## src/sv/csu_pkg.sv

```systemverilog
`default_nettype none
package csu_pkg;

  localparam int MAX_SEMAPHORES = 8;
  localparam int QUEUE_DEPTH    = 8;
  localparam int PID_BITS       = 4;
  localparam int MAX_RESULTS    = 8;

  localparam int PID_W   = (PID_BITS < 4) ? PID_BITS : 4;
  localparam int SLOT_W  = (MAX_SEMAPHORES > 1) ? $clog2(MAX_SEMAPHORES) : 1;
  localparam int HEAD_W  = (QUEUE_DEPTH > 1) ? $clog2(QUEUE_DEPTH) : 1;
  localparam int FILL_W  = $clog2(QUEUE_DEPTH + 1);
  localparam int LIVE_W  = $clog2(MAX_SEMAPHORES + 1);
  localparam int NRES_W  = $clog2(MAX_RESULTS + 1);
  localparam int WQ_DEPTH = MAX_SEMAPHORES * QUEUE_DEPTH;
  localparam int WQ_AW   = (WQ_DEPTH > 1) ? $clog2(WQ_DEPTH) : 1;
  localparam int ENTRY_W = 16 + PID_W;

  typedef enum logic [1:0] {
    ACT_CREATE  = 2'd0,
    ACT_DESTROY = 2'd1,
    ACT_GET     = 2'd2,
    ACT_GIVE    = 2'd3
  } action_t;

  typedef enum logic [2:0] {
    ST_OK       = 3'd0,
    ST_QUEUED   = 3'd1,
    ST_NOTFOUND = 3'd2,
    ST_LIMIT    = 3'd3,
    ST_QFULL    = 3'd4,
    ST_RELEASED = 3'd5
  } status_t;

  typedef enum logic [2:0] {
    S_IDLE,
    S_EXEC,
    S_DECIDE,
    S_REL_RD,
    S_REL_CHK,
    S_FIN
  } state_t;

  typedef struct packed {
    logic latch;
    logic exec;
    logic rel_rd;
    logic rel_step;
    logic fin;
  } csu_cmd_t;

  typedef struct packed {
    logic go_rel;
    logic covers;
    logic more;
    logic out_free;
    logic pend_valid;
  } csu_stat_t;

  function automatic logic signed [15:0] sat16(input logic signed [16:0] v);
    if (v > 17'sd32767) return 16'sh7fff;
    if (v < -17'sd32768) return 16'sh8000;
    return v[15:0];
  endfunction

  function automatic logic signed [15:0] clamp01(input logic signed [15:0] v);
    if (v > 16'sd1) return 16'sd1;
    if (v < 16'sd0) return 16'sd0;
    return v;
  endfunction

endpackage
`default_nettype wire

```

## src/sv/csu_in_if.sv

```systemverilog
`default_nettype none
interface csu_in_if;
  logic               valid;
  logic               ready;
  logic [1:0]         action;
  logic [15:0]        sem_id;
  logic signed [15:0] amount;
  logic               binary_mode;
  logic [3:0]         caller_pid;

  modport source (output valid, action, sem_id, amount, binary_mode, caller_pid,
                  input ready);
  modport sink (input valid, action, sem_id, amount, binary_mode, caller_pid,
                output ready);
endinterface
`default_nettype wire

```

## src/sv/csu_out_if.sv

```systemverilog
`default_nettype none
interface csu_out_if;
  logic        valid;
  logic        ready;
  logic [2:0]  status;
  logic [15:0] result_id;
  logic [3:0]  released_pid;
  logic        last;

  modport source (output valid, status, result_id, released_pid, last, input ready);
  modport sink (input valid, status, result_id, released_pid, last, output ready);
endinterface
`default_nettype wire

```

## src/sv/csu_ram.sv

```systemverilog
`default_nettype none
module csu_ram #(
  parameter int WIDTH = 8,
  parameter int DEPTH = 16
) (
  input  wire logic                   clk,
  input  wire logic                   we,
  input  wire logic [((DEPTH > 1) ? $clog2(DEPTH) : 1)-1:0] waddr,
  input  wire logic [WIDTH-1:0]       wdata,
  input  wire logic                   re,
  input  wire logic [((DEPTH > 1) ? $clog2(DEPTH) : 1)-1:0] raddr,
  output logic [WIDTH-1:0]            rdata
);
  logic [WIDTH-1:0] mem [DEPTH];

  always_ff @(posedge clk) begin
    if (we) mem[waddr] <= wdata;
    if (re) rdata <= mem[raddr];
  end
endmodule
`default_nettype wire

```

## src/sv/csu_ctrl.sv

```systemverilog
`default_nettype none
module csu_ctrl
  import csu_pkg::*;
(
  input  wire logic      clk,
  input  wire logic      rst,
  input  wire logic      in_valid,
  output logic           in_ready,
  input  wire csu_stat_t stat,
  output csu_cmd_t       cmd
);
  state_t state, state_next;

  always_ff @(posedge clk) begin
    if (rst) state <= S_IDLE;
    else     state <= state_next;
  end

  always_comb begin
    state_next = state;
    cmd        = '0;
    in_ready   = 1'b0;
    unique case (state)
      S_IDLE: begin
        in_ready = !rst;
        if (in_valid && !rst) begin
          cmd.latch  = 1'b1;
          state_next = S_EXEC;
        end
      end
      S_EXEC: begin
        cmd.exec   = 1'b1;
        state_next = S_DECIDE;
      end
      S_DECIDE: begin
        state_next = stat.go_rel ? S_REL_RD : S_FIN;
      end
      S_REL_RD: begin
        cmd.rel_rd = 1'b1;
        state_next = S_REL_CHK;
      end
      S_REL_CHK: begin
        // hold while an earlier release still waits for the output register
        if (!stat.covers) begin
          state_next = S_FIN;
        end else if (!stat.pend_valid || stat.out_free) begin
          cmd.rel_step = 1'b1;
          state_next   = stat.more ? S_REL_RD : S_FIN;
        end
      end
      S_FIN: begin
        if (stat.out_free) begin
          cmd.fin    = 1'b1;
          state_next = S_IDLE;
        end
      end
      default: state_next = S_IDLE;
    endcase
  end
endmodule
`default_nettype wire

```

## src/sv/csu_dp.sv

```systemverilog
`default_nettype none
module csu_dp
  import csu_pkg::*;
(
  input  wire logic               clk,
  input  wire logic               rst,
  input  wire csu_cmd_t           cmd,
  output csu_stat_t               stat,
  input  wire logic [1:0]         action,
  input  wire logic [15:0]        sem_id,
  input  wire logic signed [15:0] amount,
  input  wire logic               binary_mode,
  input  wire logic [3:0]         caller_pid,
  output logic                    out_valid,
  input  wire logic               out_ready,
  output logic [2:0]              status,
  output logic [15:0]             result_id,
  output logic [3:0]              released_pid,
  output logic                    last
);
  // latched transaction
  action_t            r_action;
  logic [15:0]        r_id;
  logic signed [15:0] r_amt;
  logic               r_bin;
  logic [PID_W-1:0]   r_pid;

  // semaphore table
  logic [MAX_SEMAPHORES-1:0] slot_valid;
  logic [15:0]               slot_id     [MAX_SEMAPHORES];
  logic signed [15:0]        slot_count  [MAX_SEMAPHORES];
  logic                      slot_binary [MAX_SEMAPHORES];
  logic [HEAD_W-1:0]         queue_head  [MAX_SEMAPHORES];
  logic [FILL_W-1:0]         queue_fill  [MAX_SEMAPHORES];
  logic [15:0]               next_id;
  logic [LIVE_W-1:0]         live_count;

  logic [SLOT_W-1:0] sel;
  status_t           res_status;
  logic [15:0]       res_id;
  logic              go_rel;
  logic              pend_valid;
  logic [PID_W-1:0]  pend_pid;
  logic [NRES_W-1:0] nrel;

  // lookup over the table
  logic [SLOT_W-1:0] hit_idx, free_idx;
  logic              hit, free_hit;

  always_comb begin
    hit      = 1'b0;
    hit_idx  = '0;
    free_hit = 1'b0;
    free_idx = '0;
    for (int k = MAX_SEMAPHORES - 1; k >= 0; k--) begin
      if (slot_valid[k] && slot_id[k] == r_id) begin
        hit     = 1'b1;
        hit_idx = SLOT_W'(k);
      end
      if (!slot_valid[k]) begin
        free_hit = 1'b1;
        free_idx = SLOT_W'(k);
      end
    end
  end

  logic signed [15:0] h_count, amt_eff, give_cnt;
  logic signed [16:0] get_diff;
  logic [FILL_W-1:0]  h_fill;
  logic [HEAD_W:0]    pos_sum;
  logic [HEAD_W-1:0]  pos;
  logic [15:0]        id_inc;

  always_comb begin
    h_count  = slot_count[hit_idx];
    h_fill   = queue_fill[hit_idx];
    amt_eff  = slot_binary[hit_idx] ? clamp01(r_amt) : r_amt;
    get_diff = {h_count[15], h_count} - {amt_eff[15], amt_eff};
    give_cnt = sat16({h_count[15], h_count} + {amt_eff[15], amt_eff});
    if (slot_binary[hit_idx]) give_cnt = clamp01(give_cnt);
    pos_sum  = {1'b0, queue_head[hit_idx]} + (HEAD_W + 1)'(h_fill);
    if (pos_sum >= (HEAD_W + 1)'(QUEUE_DEPTH)) pos_sum = pos_sum - (HEAD_W + 1)'(QUEUE_DEPTH);
    pos      = pos_sum[HEAD_W-1:0];
    id_inc   = next_id + 16'd1;
    if (id_inc == 16'd0) id_inc = 16'd1;
  end

  // wait queue storage
  logic               wq_we;
  logic [WQ_AW-1:0]   wq_waddr, wq_raddr;
  logic [ENTRY_W-1:0] wq_rdata;

  assign wq_we    = cmd.exec && r_action == ACT_GET && hit && get_diff < 0 &&
                    h_fill < FILL_W'(QUEUE_DEPTH);
  assign wq_waddr = WQ_AW'(32'(hit_idx) * QUEUE_DEPTH + 32'(pos));
  assign wq_raddr = WQ_AW'(32'(sel) * QUEUE_DEPTH + 32'(queue_head[sel]));

  csu_ram #(.WIDTH(ENTRY_W), .DEPTH(WQ_DEPTH)) u_wq (
    .clk   (clk),
    .we    (wq_we),
    .waddr (wq_waddr),
    .wdata ({r_pid, amt_eff}),
    .re    (cmd.rel_rd),
    .raddr (wq_raddr),
    .rdata (wq_rdata)
  );

  // release step
  logic signed [15:0] s_count, ha, rel_cnt;
  logic signed [16:0] rel_diff;
  logic [FILL_W-1:0]  fill_dec;
  logic [NRES_W-1:0]  nrel_inc;
  logic [HEAD_W-1:0]  head_inc;

  always_comb begin
    s_count  = slot_count[sel];
    ha       = wq_rdata[15:0];
    rel_diff = {s_count[15], s_count} - {ha[15], ha};
    rel_cnt  = sat16(rel_diff);
    if (slot_binary[sel]) rel_cnt = clamp01(rel_cnt);
    fill_dec = queue_fill[sel] - FILL_W'(1);
    nrel_inc = nrel + NRES_W'(1);
    head_inc = (queue_head[sel] == HEAD_W'(QUEUE_DEPTH - 1)) ? '0 :
               queue_head[sel] + HEAD_W'(1);
  end

  logic out_free;
  assign out_free = !out_valid || out_ready;

  assign stat.go_rel     = go_rel;
  assign stat.covers     = rel_diff >= 0;
  assign stat.more       = fill_dec != '0 && nrel_inc < NRES_W'(MAX_RESULTS);
  assign stat.out_free   = out_free;
  assign stat.pend_valid = pend_valid;

  always_ff @(posedge clk) begin
    if (cmd.latch) begin
      r_action <= action_t'(action);
      r_id     <= sem_id;
      r_amt    <= amount;
      r_bin    <= binary_mode;
      r_pid    <= caller_pid[PID_W-1:0];
    end

    if (cmd.exec) begin
      go_rel <= 1'b0;
      nrel   <= '0;
      res_id <= r_id;
      if (r_action == ACT_CREATE) begin
        if (live_count >= LIVE_W'(MAX_SEMAPHORES) || !free_hit) begin
          res_status <= ST_LIMIT;
          res_id     <= '0;
        end else begin
          res_status            <= ST_OK;
          res_id                <= id_inc;
          next_id               <= id_inc;
          slot_id[free_idx]     <= id_inc;
          slot_binary[free_idx] <= r_bin;
          slot_count[free_idx]  <= r_bin ? ((r_amt >= 16'sd1) ? 16'sd1 : 16'sd0) : r_amt;
          queue_head[free_idx]  <= '0;
          queue_fill[free_idx]  <= '0;
        end
      end else if (!hit) begin
        res_status <= ST_NOTFOUND;
      end else begin
        sel <= hit_idx;
        unique case (r_action)
          ACT_DESTROY: begin
            res_status           <= ST_OK;
            queue_head[hit_idx]  <= '0;
            queue_fill[hit_idx]  <= '0;
          end
          ACT_GET: begin
            if (get_diff < 0) begin
              if (h_fill >= FILL_W'(QUEUE_DEPTH)) begin
                res_status <= ST_QFULL;
              end else begin
                res_status          <= ST_QUEUED;
                queue_fill[hit_idx] <= h_fill + FILL_W'(1);
              end
            end else begin
              res_status          <= ST_OK;
              slot_count[hit_idx] <= sat16(get_diff);
            end
          end
          default: begin
            res_status          <= ST_OK;
            slot_count[hit_idx] <= give_cnt;
            go_rel              <= give_cnt > 16'sd0 && h_fill != '0;
          end
        endcase
      end
    end

    if (cmd.rel_step) begin
      slot_count[sel] <= rel_cnt;
      queue_head[sel] <= head_inc;
      queue_fill[sel] <= fill_dec;
      nrel            <= nrel_inc;
      pend_pid        <= wq_rdata[ENTRY_W-1:16];
    end

    // output register: a release is shown once the next head is decided
    if (cmd.rel_step && pend_valid) begin
      status       <= ST_RELEASED;
      result_id    <= r_id;
      released_pid <= 4'(pend_pid);
      last         <= 1'b0;
    end else if (cmd.fin) begin
      status       <= pend_valid ? ST_RELEASED : res_status;
      result_id    <= pend_valid ? r_id : res_id;
      released_pid <= pend_valid ? 4'(pend_pid) : 4'd0;
      last         <= 1'b1;
    end

    if (rst) begin
      slot_valid <= '0;
      live_count <= '0;
      next_id    <= '0;
      pend_valid <= 1'b0;
      out_valid  <= 1'b0;
      for (int k = 0; k < MAX_SEMAPHORES; k++) begin
        queue_head[k] <= '0;
        queue_fill[k] <= '0;
      end
    end else begin
      if (cmd.exec && r_action == ACT_CREATE &&
          live_count < LIVE_W'(MAX_SEMAPHORES) && free_hit) begin
        slot_valid[free_idx] <= 1'b1;
        live_count           <= live_count + LIVE_W'(1);
      end else if (cmd.exec && r_action == ACT_DESTROY && hit) begin
        slot_valid[hit_idx] <= 1'b0;
        if (live_count != '0) live_count <= live_count - LIVE_W'(1);
      end
      if (cmd.rel_step)  pend_valid <= 1'b1;
      else if (cmd.fin)  pend_valid <= 1'b0;
      if ((cmd.rel_step && pend_valid) || cmd.fin) out_valid <= 1'b1;
      else if (out_ready)                          out_valid <= 1'b0;
    end
  end

  assert property (@(posedge clk) disable iff (rst)
    live_count == LIVE_W'($countones(slot_valid)))
    else $error("live count disagrees with valid slots");

  assert property (@(posedge clk) disable iff (rst)
    cmd.rel_rd |-> slot_valid[sel] && queue_fill[sel] != '0)
    else $error("queue read on empty or dead slot");

  assert property (@(posedge clk) disable iff (rst)
    cmd.rel_step |-> nrel < NRES_W'(MAX_RESULTS) && stat.covers)
    else $error("release beyond limit or uncovered");

  assert property (@(posedge clk) disable iff (rst)
    cmd.rel_step && pend_valid |-> out_free)
    else $error("release overwrote a waiting result");
endmodule
`default_nettype wire

```

## src/sv/counting_semaphore_unit.sv

```systemverilog
`default_nettype none
// Counting semaphore table with per-semaphore FIFO wait queues.
// Channels: in_ch (sink) carries one action per transaction: create, destroy,
// get or give, with sem_id, amount, binary_mode and caller_pid. out_ch
// (source) carries result transactions; last marks the final one of an action.
// A transaction moves on a rising edge where valid and ready are both high.
// One action is worked at a time; in_ch.ready is high only while idle.
// Steps: an accepted action is latched, executed and then decided; the result
// of create, destroy, get, or a give that finds no positive count or an empty
// queue is then registered. A give that walks the queue releases waiters
// (possibly none), reading each head from the wait-queue memory with a
// registered read and then checking it. The walk stops at an empty queue, at
// the result limit or at a head the count does not cover. Each release is
// held until the next head is checked or the walk ends, so the last one
// carries the last flag.
// If out_ch stalls, one finished result waits in the output register and the
// block keeps going; it stops only when it needs that register again.
// Reset (rst, synchronous) empties the table, the queues and the id counter.
module counting_semaphore_unit
  import csu_pkg::*;
(
  input wire logic  clk,
  input wire logic  rst,
  csu_in_if.sink    in_ch,
  csu_out_if.source out_ch
);
  csu_cmd_t  cmd;
  csu_stat_t stat;
  logic      ready;

  assign in_ch.ready = ready;

  csu_ctrl u_ctrl (
    .clk      (clk),
    .rst      (rst),
    .in_valid (in_ch.valid),
    .in_ready (ready),
    .stat     (stat),
    .cmd      (cmd)
  );

  csu_dp u_dp (
    .clk          (clk),
    .rst          (rst),
    .cmd          (cmd),
    .stat         (stat),
    .action       (in_ch.action),
    .sem_id       (in_ch.sem_id),
    .amount       (in_ch.amount),
    .binary_mode  (in_ch.binary_mode),
    .caller_pid   (in_ch.caller_pid),
    .out_valid    (out_ch.valid),
    .out_ready    (out_ch.ready),
    .status       (out_ch.status),
    .result_id    (out_ch.result_id),
    .released_pid (out_ch.released_pid),
    .last         (out_ch.last)
  );
endmodule
`default_nettype wire
```

## src/flat_wrapper.sv

```systemverilog
// flat-port wrapper written by rule: the top's interface ports become plain ports
module counting_semaphore_unit_flat import csu_pkg::*;
  (clk, rst, in_ch_valid, in_ch_action, in_ch_sem_id, in_ch_amount, in_ch_binary_mode, in_ch_caller_pid, in_ch_ready, out_ch_valid, out_ch_status, out_ch_result_id, out_ch_released_pid, out_ch_last, out_ch_ready);
  csu_in_if in_ch_i ();
  csu_out_if out_ch_i ();
  input wire logic clk;
  input wire logic rst;
  input wire logic [$bits(in_ch_i.valid)-1:0] in_ch_valid;
  input wire logic [$bits(in_ch_i.action)-1:0] in_ch_action;
  input wire logic [$bits(in_ch_i.sem_id)-1:0] in_ch_sem_id;
  input wire logic [$bits(in_ch_i.amount)-1:0] in_ch_amount;
  input wire logic [$bits(in_ch_i.binary_mode)-1:0] in_ch_binary_mode;
  input wire logic [$bits(in_ch_i.caller_pid)-1:0] in_ch_caller_pid;
  output wire logic [$bits(in_ch_i.ready)-1:0] in_ch_ready;
  output wire logic [$bits(out_ch_i.valid)-1:0] out_ch_valid;
  output wire logic [$bits(out_ch_i.status)-1:0] out_ch_status;
  output wire logic [$bits(out_ch_i.result_id)-1:0] out_ch_result_id;
  output wire logic [$bits(out_ch_i.released_pid)-1:0] out_ch_released_pid;
  output wire logic [$bits(out_ch_i.last)-1:0] out_ch_last;
  input wire logic [$bits(out_ch_i.ready)-1:0] out_ch_ready;
  assign in_ch_i.valid = in_ch_valid;
  assign in_ch_i.action = in_ch_action;
  assign in_ch_i.sem_id = in_ch_sem_id;
  assign in_ch_i.amount = in_ch_amount;
  assign in_ch_i.binary_mode = in_ch_binary_mode;
  assign in_ch_i.caller_pid = in_ch_caller_pid;
  assign in_ch_ready = in_ch_i.ready;
  assign out_ch_valid = out_ch_i.valid;
  assign out_ch_status = out_ch_i.status;
  assign out_ch_result_id = out_ch_i.result_id;
  assign out_ch_released_pid = out_ch_i.released_pid;
  assign out_ch_last = out_ch_i.last;
  assign out_ch_i.ready = out_ch_ready;
  counting_semaphore_unit u_core (.clk(clk), .rst(rst), .in_ch(in_ch_i), .out_ch(out_ch_i));
endmodule
```

## config.mk

```make
export PLATFORM = sky130hd
export DESIGN_NAME = counting_semaphore_unit_flat
export DESIGN_NICKNAME = d
export VERILOG_FILES = /design/src/sv/csu_pkg.sv /design/src/sv/csu_in_if.sv /design/src/sv/csu_out_if.sv /design/src/sv/csu_ram.sv /design/src/sv/csu_ctrl.sv /design/src/sv/csu_dp.sv /design/src/sv/counting_semaphore_unit.sv /design/src/flat_wrapper.sv
export SDC_FILE = /design/constraint.sdc
export NUM_CORES = 2
export LEC_CHECK = 0
export ABC_AREA = 0
export BUFFER_PORTS_ARGS = -buffer_cell sky130_fd_sc_hd__buf_2
export CAP_MARGIN = 20
export CORE_MARGIN = 3
export CORE_UTILIZATION = 35
export DETAILED_ROUTE_END_ITERATION = 16
export SETUP_SLACK_MARGIN = 0.4
export SLEW_MARGIN = 0
export SYNTH_ARGS = -nofsm -noshare
export SYNTH_HDL_FRONTEND = slang
export SYNTH_SLANG_ARGS = --single-unit
```

## constraint.sdc

```tcl
create_clock -name clk -period 21.1 [get_ports clk]
set_input_delay 0 -clock clk [delete_from_list [all_inputs] [get_ports clk]]
set_output_delay 0 -clock clk [all_outputs]
set_load 0.005 [all_outputs]
```

==> summary.md <==
| Metric | Value |
|---|---|
| Die Y | `471.8 um` |
| Initial core utilization | `0.3528` |
| Synthesized area | `75950 um2` |
| Placed Area | `79900 um2` |
| Hold Path Stages | `6` |
| Slowest stage cell on the critical path | `o31ai_1` |
| Critical path arrival | `10.34 ns` |
| Routed wire per std cell | `26.17 um` |
| Worst Setup SP | `u_core.u_dp.r_id[11]$_DFFE_PP_` |
| Max Fanout on Critical Path | `66` |
| Gate count after technology mapping | `5849` |
| CTS Root Cell | `clkbuf_16` |
| Slew Limit Headroom | `0.2147` |
| Reg2reg end | `u_core.u_dp.slot_count[3][11]$_DFFE_PP_` |
| Final WS setup | `11.22 ns` |
| CTS tree | `done` |
| Crit. End Element | `register` |
| Final Util | `0.4036` |
| Post-synth top area cell | `edfxtp_1` |
| Drt drc | `0` |
| Cell area power density | `84.42 nW/um2` |
| Pleak | `30.55 nW` |
| Worst Skew | `0.05040 ns` |
| Yosys synthesis warning count | `0` |
| Largest net degree at the start of global routing | `192` |
| DR pass1 iterations | `6` |
| Die Footprint | `222600 um2` |
| Power, Total | `7.334 mW` |
| Cells after DPL | `8534` |
| Max Fclk | `101.2 MHz` |
| RSZ-0062 raised after global routing | `no` |
| Final net count | `6096` |
| Syn_nets | `5958` |
| Max Cap Violations | `0` |
| Final setup fails | `0` |
| Layout area overhead | `14.38%` |
| R2R depth | `30` |
| Die width | `471.8 um` |
| Most frequent cells in the layout | `1654 x edfxtp_1, 1433 x nand2_1, 338 x and3_1, 335 x a31oi_1, 188 x nor2_1` |
| Crit path kind | `register to register` |
| Synth area leaders | `edfxtp_1 65%, nand2_1 7.1%, mux4_2 4.4%` |
| DP Worst Slack | `11.40 ns` |
| First-pass GRT wire length | `335300 um` |
| Synth top area share | `0.6540` |
| Post-route ant nets | `0` |
| Worst Hold Path EP | `u_core.u_dp.pend_valid$_SDFFE_PP0P_` |
| Hold path start | `out_ch_ready` |
| Layout cells sized above 1 | `0.1274` |
| Total gr overflow | `0` |
| Measured slew at the worst slew-check pin | `1.178 ns` |
| Setup bufs post-CTS | `0` |
| Initial drt markers | `6653` |
| Clock sinks | `1750` |
| Sequential element share of the synthesized area | `0.6793` |
| #FFs+latches synth | `1750` |
| Post-synthesis area per instance | `12.98 um2` |
| Post-cts sizing count | `0` |
| Vias in the first global route | `46.96k` |
| Post-route clock period utilization | `0.4683` |
| Clock transition at path regs | `0.07 ns` |
| R2R setup slack | `11.22 ns` |
| Final hold viol count | `0` |
| Core ar. | `215300 um2` |
| Setup TNS | `0 ns` |
| Worst-Skew Late Latency | `0.83 ns` |
| Number of port buffers | `68` |
| Final Max Tran Viols | `0` |
| Commonest non-fill, non-tap cell in the layout | `edfxtp_1` |
| CP dominant cell by count | `nor4_1` |
| Reg-to-Reg Start | `u_core.u_dp.r_id[11]$_DFFE_PP_` |
| Initial antenna violation count | `12` |
| # H-tree levels | `4` |
| Worst Path Required | `21.56 ns` |
| Design Area, Final | `86870 um2` |
| Hold Crit Class | `input port to register` |
| Final min period | `9.882 ns` |
| GPL Wtd Cong | `0.9692` |
| DR vias | `50.30k` |
| Status | `finished clean` |
| HPWL Detailed | `146900 um` |
| Row cnt | `170` |
| GRT Total Usage | `0.2043` |
| CP Launch Type | `register` |
| Synth unique cells | `79` |
| I/O Pins | `69` |
| Post-synth EDFFs | `1654` |
| Vias per cell | `5.605` |
| Clock Path Buffers | `3` |
| Num CTS Buffers | `176` |
| Primary FF master, synth | `edfxtp_1` |
| Cell Count, Final, Fillers Out | `8974` |
| Async S/R FF share, synth | `0` |
| Final wirelength | `234900 um` |
| Fillers | `19.87k` |
| Worst path max stage delay | `0.91 ns` |
| Max rail drop VDD | `0.09177 mV` |
| Final Hold Slack | `0.3009 ns` |
-- state kept, by name, indices dropped and copies added, names as in the netlist, 16 cells and up, named ones only --
| register | flops |
|---|---|
| u_core.u_dp.slot_id | 128 |
| u_core.u_dp.r_amt | 16 |
| u_core.u_dp.u_wq.rdata | 20 |
| u_core.u_dp.r_id | 16 |
| u_core.u_dp.u_wq.mem | 1280 |
| u_core.u_dp.res_id | 16 |
| u_core.u_dp.queue_fill | 32 |
| u_core.u_dp.queue_head | 24 |
| u_core.u_dp.slot_count | 128 |
| u_core.u_dp.next_id | 16 |
| u_core.u_dp.result_id | 16 |
-- worst max-delay path by stage --
stage / endpoint / slack [ns] / cells after the start
2_1_floorplan: u_core.u_dp.slot_count[4][0]$_DFFE_PP_ / 11.86 / 27
3_3_place_gp: u_core.u_dp.slot_count[0][4]$_DFFE_PP_ / 11.73 / 29
3_5_place_dp: u_core.u_dp.slot_count[3][10]$_DFFE_PP_ / 11.40 / 29
4_1_cts: u_core.u_dp.slot_count[3][10]$_DFFE_PP_ / 11.33 / 29
5_1_grt: u_core.u_dp.slot_count[3][11]$_DFFE_PP_ / 10.71 / 30
6_report: u_core.u_dp.slot_count[3][11]$_DFFE_PP_ / 11.22 / 30
-- layer usage --
layer / routed length [um] / global-route usage
met1: 96420 / 0.2849
met3: 20790 / 0.03496
met4: 8965 / 0.07169
met2: 108700 / 0.3225
met5: 0 / 0
-- worst max-delay path, delay by kind of cell, from the launching register on --
family,cells,cell delay (ns)
buf+inv,5,1.40
xor+xnor,2,0.40
compound gates,13,3.38
flops,1,0.86
fa+ha+maj,2,0.75
mux,1,0.41
simple gates,7,2.25
-- timing repair --
item / in CTS / in global routing
endpoints found under the setup margin: 0 / 0
hold buffers: 82 / 0
hold endpoints to repair: 95 / 0
-- synth_stat cells, types with 84 or more instances --
cell,n
a21oi_1,84
a31oi_1,335
and3_1,338
clkbuf_1,277
dfxtp_1,96
edfxtp_1,1654
inv_1,100
mux2i_1,88
mux4_2,148
nand2_1,1433
nor2_1,252
xnor2_1,123
-- where the power goes --
part | internal (mW) | switching [mW] | leakage [nW]
combinational | 0.104 | 0.243 | 11.9
clock | 1.74 | 1.36 | 2.77
sequential | 3.84 | 0.0354 | 15.8
total | 5.69 | 1.64 | 30.6
-- final cells by class --
| class | instances | area (um2) | area share |
|---|---|---|---|
| Timing Repair Buffer | 294 | 2574 | 0.02963 |
| Clock inverter | 104 | 980.9 | 0.01129 |
| Inverter | 101 | 402.9 | 0.004638 |
| Antenna cell | 7 | 17.52 | 0.0002016 |
| Multi-Input combinational cell | 3664 | 23030 | 0.2651 |
| Clock buffer | 216 | 4722 | 0.05436 |
| Sequential cell | 1750 | 51590 | 0.5939 |
| Tap cell | 2838 | 3551 | 0.04088 |
-- kinds of logic after synthesis --
| family | Yosys count | share of synthesized area |
|---|---|---|
| and+or+nand+nor | 2407 | 0.1424 |
| DFF | 1750 | 0.6793 |
| xor gates and xnor gates | 202 | 0.02330 |
| muxes | 270 | 0.06053 |
| buffers and inverters | 435 | 0.02183 |
| AOI/OAI and AO/OA | 719 | 0.06129 |
| adders and majority gates | 66 | 0.01137 |
Power figures use the tool's default switching activity.
